--- config.mk ---
export PLATFORM = sky130hd
export DESIGN_NAME = json_key_value_extractor_unit
export DESIGN_NICKNAME = d
export VERILOG_FILES = /design/src/rtl/jkv_pkg.sv /design/src/rtl/json_key_value_extractor_unit.sv
export SDC_FILE = /design/constraint.sdc
export NUM_CORES = 2
export LEC_CHECK = 0
export BUFFER_PORTS_ARGS = -buffer_cell sky130_fd_sc_hd__clkbuf_2
export CORE_MARGIN = 1
export CORE_UTILIZATION = 44
export DETAILED_ROUTE_END_ITERATION = 12
export SYNTH_ARGS = -nofsm -noshare
export SYNTH_HDL_FRONTEND = slang
export SYNTH_SLANG_ARGS = --single-unit
--- constraint.sdc ---
create_clock -name clk -period 26.8 [get_ports clk]
set_input_delay 5.36 -clock clk [delete_from_list [all_inputs] [get_ports clk]]
set_output_delay 5.36 -clock clk [all_outputs]
set_load 0.005 [all_outputs]
--- src/rtl/jkv_pkg.sv ---
// Shared types and constants of the JSON key/value extractor.
// Holds character codes, number limits, key storage sizes, register indexes, stream packing widths and the result type.
// No dependencies.
package jkv_pkg;

  // Character codes used by the pattern match and the value scanner.
  localparam logic [7:0] CHAR_QUOTE = 8'h22;
  localparam logic [7:0] CHAR_COLON = 8'h3A;
  localparam logic [7:0] CHAR_SPACE = 8'h20;
  localparam logic [7:0] CHAR_TAB   = 8'h09;
  localparam logic [7:0] CHAR_LF    = 8'h0A;
  localparam logic [7:0] CHAR_CR    = 8'h0D;
  localparam logic [7:0] CHAR_ZERO  = 8'h30;
  localparam logic [7:0] CHAR_NINE  = 8'h39;

  localparam int unsigned DECIMAL_BASE = 10;
  localparam logic [30:0] NUM_MAX      = 31'h7FFF_FFFF;

  // Key storage: six 64-bit words, first key byte in the lowest byte.
  localparam int unsigned KEY_WORDS    = 6;
  localparam int unsigned KEY_CAPACITY = KEY_WORDS * 8;

  // Configuration register indexes.
  localparam logic [2:0] REG_KEY_LENGTH   = 3'd0;
  localparam logic [2:0] REG_KEY_CHARS_0  = 3'd1;
  localparam logic [2:0] REG_KEY_CHARS_5  = 3'd6;
  localparam logic [2:0] REG_STRING_LIMIT = 3'd7;

  localparam int unsigned CFG_INDEX_W = 3;
  localparam int unsigned CFG_DATA_W  = 64;

  // Result stream packing.
  localparam int unsigned OUT_TDATA_W = 56;
  localparam int unsigned OUT_TUSER_W = 2;

  typedef struct packed {
    logic [7:0]  value_length;
    logic        number_overflow;
    logic [30:0] number_value;
    logic        is_number;
    logic        found;
    logic        final_res;
    logic        char_valid;
    logic [7:0]  value_char;
  } result_t;

endpackage

--- src/rtl/json_key_value_extractor_unit.sv ---
// Streaming JSON flat key lookup: top level.
// Depends on jkv_pkg for character codes, register indexes and the result type.
//
// The block takes one document byte per clock cycle and gives up to two results for it
// (a value byte and the closing result) into a four-entry output queue. The key compare
// over the byte window and the decimal accumulation each finish in the cycle the byte is
// taken, so the rate is one byte per cycle; in_tready drops only while the queue has fewer
// than two free entries, and in the cycle after reset and after each configuration
// request while the aligned compare pattern is rebuilt from the key registers. No
// clearing pass is needed after reset.
module json_key_value_extractor_unit
  import jkv_pkg::*;
#(
  parameter int unsigned KEY_MAX = 48
) (
  input  logic                   clk,
  input  logic                   rst_n,
  // Configuration channel
  input  logic                   cfg_valid,
  output logic                   cfg_ready,
  input  logic [CFG_INDEX_W-1:0] cfg_index,
  input  logic [CFG_DATA_W-1:0]  cfg_data,
  // Document byte stream
  input  logic                   in_tvalid,
  output logic                   in_tready,
  input  logic [7:0]             in_tdata,   // [7:0] doc_char
  input  logic                   in_tlast,   // end_of_doc
  // Result stream
  output logic                   out_tvalid,
  input  logic                   out_tready,
  // [7:0] value_char, [8] found, [39:9] number_value, [40] number_overflow,
  // [48:41] value_length, [55:49] zero
  output logic [OUT_TDATA_W-1:0] out_tdata,
  // [0] char_valid, [1] is_number
  output logic [OUT_TUSER_W-1:0] out_tuser,
  output logic                   out_tlast   // final_res
);

  localparam int unsigned WIN     = KEY_MAX + 3;
  localparam int unsigned Q_DEPTH = 4;
  localparam int unsigned Q_AW    = $clog2(Q_DEPTH);
  localparam int unsigned Q_CW    = $clog2(Q_DEPTH + 1);

  typedef enum logic [2:0] {
    PH_SEARCH,
    PH_SKIP,
    PH_STRING,
    PH_NUMBER,
    PH_DONE
  } phase_t;

  // Configuration registers
  logic [5:0]                  key_length_r;
  logic [KEY_WORDS-1:0][63:0]  key_r;
  logic [7:0]                  string_limit_r;
  logic                        cfg_busy_r;
  logic [KEY_WORDS*64-1:0]     key_flat;

  // Compare pattern aligned to window age
  logic [7:0] exp_r   [2:WIN-1];
  logic [7:0] exp_nxt [2:WIN-1];
  logic [WIN-1:2] care_r, care_nxt;

  // Document state
  phase_t      phase_r, phase_nxt;
  logic [7:0]  recent_r   [0:WIN-2];
  logic [5:0]  seen_r, seen_nxt;
  logic [7:0]  emitted_r, emitted_nxt;
  logic [30:0] acc_r, acc_nxt;
  logic        ovf_r, ovf_nxt;

  // Output queue
  result_t          q_r [0:Q_DEPTH-1];
  logic [Q_AW-1:0]  head_r, tail_r;
  logic [Q_CW-1:0]  count_r;

  logic        in_acc, out_pop;
  logic [7:0]  c;
  logic        eod;
  logic        is_blank, is_digit, is_quote;
  logic        win_hit;
  logic [5:0]  lenc;
  logic [6:0]  len7;
  logic [34:0] dec_sum;
  logic [30:0] acc_add;
  logic        ovf_add;
  logic        want_char, push_char, push_final, final_found, final_num;
  logic        do_digit;
  result_t     res_char, res_final, res0, res1;
  logic [1:0]  push_n;

  assign cfg_ready = 1'b1;
  assign key_flat  = key_r;
  assign in_tready = !cfg_busy_r && (count_r <= Q_CW'(Q_DEPTH - 2));
  assign in_acc    = in_tvalid && in_tready;
  assign out_tvalid = (count_r != '0);
  assign out_pop    = out_tvalid && out_tready;

  assign c   = in_tdata;
  assign eod = in_tlast;

  assign lenc = (key_length_r > 6'(KEY_MAX)) ? 6'(KEY_MAX) : key_length_r;
  assign len7 = {1'b0, lenc};

  // Pattern for window age k: age 0 is the colon, age 1 the closing quote,
  // the key runs backwards from age 2 and its opening quote sits at len+2.
  always_comb begin
    logic [6:0] kk;
    logic [6:0] idx;
    for (int k = 2; k < WIN; k++) begin
      kk          = 7'(k);
      idx         = len7 + 7'd1 - kk;
      care_nxt[k] = (kk <= len7 + 7'd2);
      if (kk == len7 + 7'd2) begin
        exp_nxt[k] = CHAR_QUOTE;
      end else if (idx < 7'(KEY_CAPACITY)) begin
        exp_nxt[k] = key_flat[{idx[5:0], 3'b000} +: 8];
      end else begin
        exp_nxt[k] = 8'h00;
      end
    end
  end

  // Window match against the window as it stands after this byte is shifted in.
  always_comb begin
    logic [WIN-1:2] hit;
    for (int k = 2; k < WIN; k++) begin
      hit[k] = !care_r[k] || (recent_r[k-1] == exp_r[k]);
    end
    win_hit = (c == CHAR_COLON) && (recent_r[0] == CHAR_QUOTE) && (&hit) &&
              ({1'b0, seen_nxt} >= len7 + 7'd3);
  end

  assign is_blank = (c == CHAR_SPACE) || (c == CHAR_TAB) || (c == CHAR_LF) ||
                    (c == CHAR_CR);
  assign is_digit = (c >= CHAR_ZERO) && (c <= CHAR_NINE);
  assign is_quote = (c == CHAR_QUOTE);

  // Decimal accumulation with saturation.
  assign dec_sum = 35'(acc_r) * 35'(DECIMAL_BASE) + 35'(c - CHAR_ZERO);
  assign ovf_add = (dec_sum > 35'(NUM_MAX));
  assign acc_add = ovf_add ? NUM_MAX : dec_sum[30:0];

  always_comb begin
    phase_nxt   = phase_r;
    seen_nxt    = seen_r;
    want_char   = 1'b0;
    push_final  = 1'b0;
    final_found = 1'b0;
    final_num   = 1'b0;
    do_digit    = 1'b0;
    unique case (phase_r)
      PH_SEARCH: begin
        if (seen_r != 6'h3F) seen_nxt = seen_r + 6'd1;
        if (win_hit) phase_nxt = PH_SKIP;
        push_final = eod;
      end
      PH_SKIP: begin
        if (is_blank) begin
          push_final = eod;
        end else if (is_quote) begin
          phase_nxt   = PH_STRING;
          push_final  = eod;
          final_found = 1'b1;
        end else if (is_digit) begin
          phase_nxt   = PH_NUMBER;
          do_digit    = 1'b1;
          want_char   = 1'b1;
          push_final  = eod;
          final_found = 1'b1;
          final_num   = 1'b1;
        end else begin
          push_final = 1'b1;
        end
      end
      PH_STRING: begin
        final_found = 1'b1;
        if (is_quote) begin
          push_final = 1'b1;
        end else begin
          want_char  = 1'b1;
          push_final = eod;
        end
      end
      PH_NUMBER: begin
        final_found = 1'b1;
        final_num   = 1'b1;
        if (is_digit) begin
          do_digit   = 1'b1;
          want_char  = 1'b1;
          push_final = eod;
        end else begin
          push_final = 1'b1;
        end
      end
      PH_DONE: begin
      end
      default: begin
      end
    endcase
    if (push_final) phase_nxt = PH_DONE;

    push_char   = want_char && (emitted_r < string_limit_r);
    emitted_nxt = emitted_r + (push_char ? 8'd1 : 8'd0);
    acc_nxt     = do_digit ? acc_add : acc_r;
    ovf_nxt     = ovf_r || (do_digit && ovf_add);
  end

  always_comb begin
    res_char            = '0;
    res_char.value_char = c;
    res_char.char_valid = 1'b1;

    res_final           = '0;
    res_final.final_res = 1'b1;
    if (final_found) begin
      res_final.found           = 1'b1;
      res_final.is_number       = final_num;
      res_final.number_value    = final_num ? acc_nxt : 31'd0;
      res_final.number_overflow = final_num && ovf_nxt;
      res_final.value_length    = emitted_nxt;
    end

    res0   = push_char ? res_char : res_final;
    res1   = res_final;
    push_n = in_acc ? (2'(push_char) + 2'(push_final)) : 2'd0;
  end

  assign out_tdata = {7'd0, q_r[head_r].value_length, q_r[head_r].number_overflow,
                      q_r[head_r].number_value, q_r[head_r].found,
                      q_r[head_r].value_char};
  assign out_tuser = {q_r[head_r].is_number, q_r[head_r].char_valid};
  assign out_tlast = q_r[head_r].final_res;

  always_ff @(posedge clk) begin
    exp_r  <= exp_nxt;
    care_r <= care_nxt;

    if (!rst_n) begin
      key_length_r   <= 6'd1;
      key_r          <= '0;
      string_limit_r <= 8'd63;
      cfg_busy_r     <= 1'b1;
      phase_r        <= PH_SEARCH;
      seen_r         <= '0;
      emitted_r      <= '0;
      acc_r          <= '0;
      ovf_r          <= 1'b0;
      head_r         <= '0;
      tail_r         <= '0;
      count_r        <= '0;
    end else begin
      cfg_busy_r <= cfg_valid;
      if (cfg_valid) begin
        unique case (cfg_index) inside
          REG_KEY_LENGTH: key_length_r <= cfg_data[5:0];
          [REG_KEY_CHARS_0:REG_KEY_CHARS_5]: key_r[cfg_index - REG_KEY_CHARS_0] <= cfg_data;
          REG_STRING_LIMIT: string_limit_r <= cfg_data[7:0];
          default: begin
          end
        endcase
      end

      if (in_acc) begin
        if (eod) begin
          phase_r   <= PH_SEARCH;
          seen_r    <= '0;
          emitted_r <= '0;
          acc_r     <= '0;
          ovf_r     <= 1'b0;
        end else begin
          phase_r   <= phase_nxt;
          seen_r    <= seen_nxt;
          emitted_r <= emitted_nxt;
          acc_r     <= acc_nxt;
          ovf_r     <= ovf_nxt;
        end
      end

      tail_r  <= tail_r + Q_AW'(push_n);
      head_r  <= head_r + Q_AW'(out_pop);
      count_r <= count_r + Q_CW'(push_n) - Q_CW'(out_pop);
    end

    // The window only shifts while searching; stale bytes are masked by the fill count.
    if (in_acc && phase_r == PH_SEARCH) begin
      recent_r[0] <= c;
      for (int k = 1; k < WIN - 1; k++) begin
        recent_r[k] <= recent_r[k-1];
      end
    end

    if (push_n != 2'd0) q_r[tail_r] <= res0;
    if (push_n == 2'd2) q_r[tail_r + Q_AW'(1)] <= res1;
  end

endmodule

* Yosys cells after proc, flatten, opt, wreduce, memory -nomap -nowiden
Memory sizes are Yosys's and may differ from the RTL's. A register that Yosys moved wholly into a read port is not among the register bits.
Index checks and enable logic that the tools add are counted.
** Word-level totals
- Register bits :: 896
- Logic and storage cells :: 774
- Bits in writable memories :: 608
- Output and inout port bits :: 62
- Memories :: 2
** Memories
- recent_r :: words 50, bits a word 8, read ports 50, clocked after memory_dff 0, wr ports 50, RTL line json_key_value_extractor_unit.sv:66 : logic [7:0] recent_r [0:WIN-2];
- q_r :: words 4, bits a word 52, read ports 1, clocked after memory_dff 1, wr ports 2, RTL line json_key_value_extractor_unit.sv:73 : result_t q_r [0:Q_DEPTH-1];
** Cells by class
- Add/sub/neg operators :: 63
- $mul :: 1
- Shift-type cells :: 49
- Equality and inequality tests :: 114
- $lt $le $gt $ge :: 109
- Reduce and logical (&&, ||, !) cells :: 176
- Mux-type cells :: 95
- Bitwise gates (word level) :: 49
** Operators with widths (number)
- $shiftx 384x10->8 :: 49
- $eq 8x8->1 :: 49
- $bwmux 384 :: 1
- $lt 7x6->1 const B :: 49
- $mux 6 :: 53
- $demux 64 s3 :: 1
- $eq 6x7->1 const A :: 19
- $le 6x7->1 const A :: 19
- $sub 7x6->7 const B :: 19
- $mux 31 :: 4
- $eq 5x7->1 const A :: 16
- $le 5x7->1 const A :: 16
- $sub 7x5->7 const B :: 16
- $reduce_or 2->1 :: 50
- $mux 64 :: 1
- $eq 4x7->1 const A :: 8
- $le 4x7->1 const A :: 8
- $sub 7x4->7 const B :: 8
- $logic_or 1x1->1 :: 53
- $mux 52 :: 1
- $logic_not 1->1 :: 50
- $not 1->1 :: 49
- $reduce_and 49->1 :: 1
- $mux 42 :: 1
- other kinds (54) :: 115

* Logic depth before layout (Yosys ltp)
- Depth after elaboration :: 12
- Mapped depth :: 26
- Depth with buffers taken out :: 22

* Least setup slack after synthesis
No wires, ideal clock.
- Path type :: input to register
- Start point :: input port in_tvalid
- End point :: memory recent_r[0][0], enable pin
- Arrival time :: 22.296 ns
- Setup slack :: 3.330 ns
- Library setup time :: 1.173 ns
- Data required time :: 25.627 ns
- Buffers on the path :: 1
- Stages on the path :: 3
- Cell sequence :: nand2_1 clkbuf_1 nor2_1
** RTL lines
- from (decl) :: RTL line json_key_value_extractor_unit.sv:24 : input logic in_tvalid,
- to (decl) :: RTL line json_key_value_extractor_unit.sv:66

==> metrics.txt <==
# TYPE chip_impl_metric gauge
chip_impl_metric{name="synthDominantCellAreaShare",unit=""} 0.2197
chip_impl_info{name="worst_path_class_setup",value="in2reg"} 1
chip_impl_metric{name="final.setup.tns",unit="ns"} 0
chip_impl_info{name="cp_cell_sequence",value="clkbuf_2 -> ha_1 -> or4b_1 -> a21oi_1 -> o21ai_1 -> or4b_1 -> o22a_1 -> a21o_1 -> inv_1 -> ha_1 -> nand2_1 -> nor3_1 -> a21o_1 -> nand2_1 -> inv_1 -> o311a_1"} 1
chip_impl_info{name="run_status",value="finished with violations"} 1
chip_impl_info{name="worst_r2r_endpoint",value="exp_r[169]"} 1
chip_impl_metric{name="start_util",unit=""} 0.4430
chip_impl_metric{name="die_x",unit="um"} 442.3
chip_impl_metric{name="combined_area_of_the_multi_input_logic_cells",unit="sq mm"} 0.04746
chip_impl_info{name="crit_slowest_cell",value="sky130_fd_sc_hd__inv_1"} 1
chip_impl_metric{name="number_of_synthesized_flops_with_an_enable_pin",unit=""} 568
chip_impl_info{name="synthFlopType",value="sky130_fd_sc_hd__dfxtp_1"} 1
chip_impl_metric{name="power_density",unit="mW/mm^2"} 59.91
chip_impl_metric{name="slew_viol_final",unit=""} 7
chip_impl_metric{name="postCtsSetupBuffers",unit=""} 0
chip_impl_metric{name="fin_crit_sh",unit=""} 0.3678
chip_impl_info{name="critical_path.reg2reg.startpoint",value="key_length_r[5]"} 1
chip_impl_info{name="endpoint",value="q_r[3][28]"} 1
chip_impl_metric{name="path_clk_slew",unit="ns"} 0.06
chip_impl_metric{name="timing.critical_path.fanout_max",unit=""} 24
chip_impl_metric{name="placementRows",unit=""} 161
chip_impl_metric{name="cts_max_level",unit=""} 4
chip_impl_metric{name="grt_start_max_net_pins",unit=""} 184
chip_impl_metric{name="timing.final.hold_violations",unit=""} 0
chip_impl_metric{name="drtPass1Iterations",unit=""} 6
chip_impl_metric{name="cts-hold-fix-buffers",unit=""} 0
chip_impl_metric{name="cap_violations",unit=""} 2
chip_impl_metric{name="clock_skew",unit="ns"} 0.06637
chip_impl_metric{name="grt_pass1_vias",unit=""} 67579
chip_impl_info{name="crit_start",value="in_tdata[5]"} 1
chip_impl_metric{name="drt-wirelength-per-cell",unit="um"} 37.20
chip_impl_metric{name="max_slew.worst_pin.slew",unit="ns"} 1.623
chip_impl_metric{name="max_freq",unit="MHz"} 101.4
chip_impl_metric{name="ys_seq_area_frac",unit=""} 0.4196
chip_impl_metric{name="grt_antenna_before_repair",unit=""} 63
chip_impl_metric{name="drc",unit=""} 0
chip_impl_info{name="synthMostInstantiatedCell",value="sky130_fd_sc_hd__nand2_1"} 1
chip_impl_metric{name="syn_area_per_cell",unit="sq um"} 9.582
chip_impl_info{name="violations",value="max-capacitance violations, max-slew violations"} 1
chip_impl_metric{name="asyncSetResetFlopFracSynth",unit=""} 0
chip_impl_metric{name="groute.usage.overall",unit=""} 0.4259
chip_impl_metric{name="total_leakage_power",unit="uW"} 0.03527
chip_impl_metric{name="grt_remaining_overflow",unit=""} 0
chip_impl_metric{name="cts_buffer_depth",unit=""} 3
chip_impl_metric{name="cts_inserted_buffers",unit=""} 167
chip_impl_metric{name="ctsResizeCount",unit=""} 0
chip_impl_metric{name="design.die.area",unit="sq mm"} 0.1956
chip_impl_metric{name="nFillCells",unit=""} 17987
chip_impl_metric{name="fp.coreArea",unit="sq mm"} 0.1926
chip_impl_metric{name="drive_above_1_share",unit=""} 0.1146
chip_impl_metric{name="portBuffers",unit=""} 134
chip_impl_metric{name="synth-warning-count",unit=""} 0
chip_impl_metric{name="postRouteAntennaNets",unit=""} 0
chip_impl_metric{name="cp_data_arrival_time",unit="ns"} 10.55
chip_impl_metric{name="crit_path_max_incr_delay",unit="ns"} 0.92
chip_impl_metric{name="worst_case_reg_to_reg_path_depth",unit=""} 15
chip_impl_metric{name="regToRegSetupSlack",unit="ns"} 18.45
chip_impl_info{name="crit_path_start_kind",value="input port"} 1
chip_impl_metric{name="synth.lib_cells_used.distinct",unit=""} 79
chip_impl_metric{name="max_slew_margin",unit=""} -0.09314
chip_impl_metric{name="post_synth_inst_count",unit=""} 8903
chip_impl_metric{name="design.portCount",unit=""} 143
chip_impl_metric{name="fin_crit",unit="ns"} 9.858
chip_impl_metric{name="die_height",unit="um"} 442.3
chip_impl_metric{name="design_power_total",unit="uW"} 5696
chip_impl_metric{name="gp_routability_congestion",unit=""} 1.118
chip_impl_metric{name="global_route_wire_length_before_repair",unit="um"} 574900
chip_impl_info{name="cts-root-buf",value="sky130_fd_sc_hd__clkbuf_16"} 1
chip_impl_info{name="grt_setup_unrepaired",value="false"} 1
chip_impl_metric{name="final_net_count",unit=""} 9072
chip_impl_info{name="post_synth_main_area_contributors",value="sky130_fd_sc_hd__dfxtp_1 22%, sky130_fd_sc_hd__edfxtp_1 20%, sky130_fd_sc_hd__mux2i_1 16%"} 1
chip_impl_metric{name="sw_frac_of_total",unit=""} 0.2772
chip_impl_metric{name="ys_seq_elements",unit=""} 1504
chip_impl_metric{name="area.sequential",unit="sq mm"} 0.03580
chip_impl_metric{name="share_clk_of_total_power",unit=""} 0.437
chip_impl_info{name="cts_tree",value="done"} 1
chip_impl_metric{name="clock_latency",unit="ns"} 0.87
chip_impl_metric{name="syn2layout_area_growth",unit="%"} 11.44
chip_impl_metric{name="netlist_area",unit="sq mm"} 0.08531
chip_impl_metric{name="hpwlAfterDp",unit="um"} 336700
chip_impl_metric{name="route.final.wire_length",unit="um"} 428800
chip_impl_metric{name="cp.required",unit="ns"} 27.49
chip_impl_metric{name="num_vias",unit=""} 74100
chip_impl_metric{name="comb_power_share",unit=""} 0.125
chip_impl_metric{name="detailed_router_s_first_iteration_violation_count",unit=""} 9991
chip_impl_metric{name="cell_internal_pwr",unit="uW"} 4117
chip_impl_info{name="critPathCaptureType",value="register"} 1
chip_impl_metric{name="worst_ir_drop_vdd",unit="mV"} 0.06712
chip_impl_info{name="post_synth_most_frequent_cells",value="1460 x sky130_fd_sc_hd__nand2_1, 1351 x sky130_fd_sc_hd__mux2i_1, 936 x sky130_fd_sc_hd__dfxtp_1, 746 x sky130_fd_sc_hd__a21oi_1, 568 x sky130_fd_sc_hd__edfxtp_1"} 1
chip_impl_info{name="synth_top_cell_by_area",value="sky130_fd_sc_hd__dfxtp_1"} 1
chip_impl_metric{name="power.switching",unit="uW"} 1579
chip_impl_info{name="hold_class",value="reg2reg"} 1
chip_impl_metric{name="numClockSinks",unit=""} 1504
chip_impl_metric{name="number_of_vias_per_cell",unit=""} 6.428
chip_impl_metric{name="seqPwrFrac",unit=""} 0.439
chip_impl_metric{name="finalSetupViolCount",unit=""} 0
chip_impl_info{name="hold_start",value="recent_r[0][119]"} 1
## sequential cells by signal, summed over array words and instances (netlist names)
register,count
key_flat,384
head_r,2
key_length_r,6
seen_r,6
tail_r,2
count_r,3
cfg_busy_r,1
exp_r,392
q_r,208
phase_r,3
string_limit_r,8
care_r,49
recent_r,400
emitted_r,8
acc_r,31
ovf_r,1
## area by class of cell
cell class / count / share of cell area
Multi-Input combinational cell: 6740 / 0.4992
Sequential cell: 1504 / 0.3766
Clock buffer: 229 / 0.05029
Tap cell: 2526 / 0.03324
Timing Repair Buffer: 356 / 0.02498
Clock inverter: 82 / 0.01220
Inverter: 67 / 0.002935
Antenna cell: 24 / 0.0006317
## per-layer routing
metal	GRT usage	wire length (um)
met1	0.5562	172300
met2	0.6111	176900
met3	0.1166	45580
met4	0.2905	33750
met5	0	264
## kinds of logic (layout without fill, tap and decap cells)
group,Yosys count,in the layout,share of synthesized area
flops,1504,1504,0.4196
simple gates,2633,2633,0.1335
compound gates,1805,1805,0.1324
fa+ha+maj,155,155,0.02300
buf+inv,666,734,0.03118
mux,1598,1598,0.2040
xor+xnor,540,540,0.05628
other cells,2,33,0.00008803
## power groups by stage
stage          combinational [uW]  sequential [uW]  clock [uW]
2_1_floorplan                 403             2540           0
3_3_place_gp                  683             2550           0
3_5_place_dp                  689             2550           0
4_1_cts                       691             2500        2500
5_1_grt                       728             2500        2590
6_report                      710             2500        2490
## critical path, delay by kind of cell
family          cells  cell delay (ns)
compound gates      6             1.50
buf+inv             3             1.32
simple gates        5             1.82
fa+ha+maj           2             0.52
## per-stage QoR
stage / hold slack (ns) / instances / cell area, sq um / utilization / worst slack, ns
floorplan: 0.4166 / 8910 / 85330 / - / 3.330
global placement: 0.4477 / 11193 / 89060 / 0.4625 / 16.25
detailed placement: 0.4575 / 11193 / 89060 / 0.4625 / 16.10
CTS: 0.4065 / 11504 / 95000 / 0.4933 / 16.97
global route: 0.4263 / 11509 / 95020 / 0.4934 / 16.69
finish: 0.4202 / 11528 / 95070 / 0.4937 / 16.94
## worst min path at each step
stage,to,slack [ns],cells after the start
finish,recent_r[0][127],0.42,0
global route,recent_r[0][127],0.43,0
CTS,recent_r[0][127],0.41,0
detailed placement,recent_r[0][21],0.46,0
global placement,string_limit_r[7],0.45,2
floorplan,recent_r[0][14],0.42,0
## layout by cell type (no fill, tap or decap), drive strengths merged, types with 96 or more instances in the layout
cell / Yosys / layout
nand2: 1460 / 1460
mux2i: 1352 / 1352
dfxtp: 936 / 936
a21oi: 746 / 746
edfxtp: 568 / 568
nor2: 517 / 517
xnor2: 505 / 505
clkbuf: 420 / 363
a211oi: 262 / 262
o21ai: 223 / 223
buf: 179 / 222
ha: 152 / 152
nor2b: 151 / 151
a31oi: 150 / 150
mux2: 149 / 149
nand4: 120 / 120
mux4: 97 / 97
o311a: 96 / 96
Note: power is estimated with default switching activity, not from simulation.
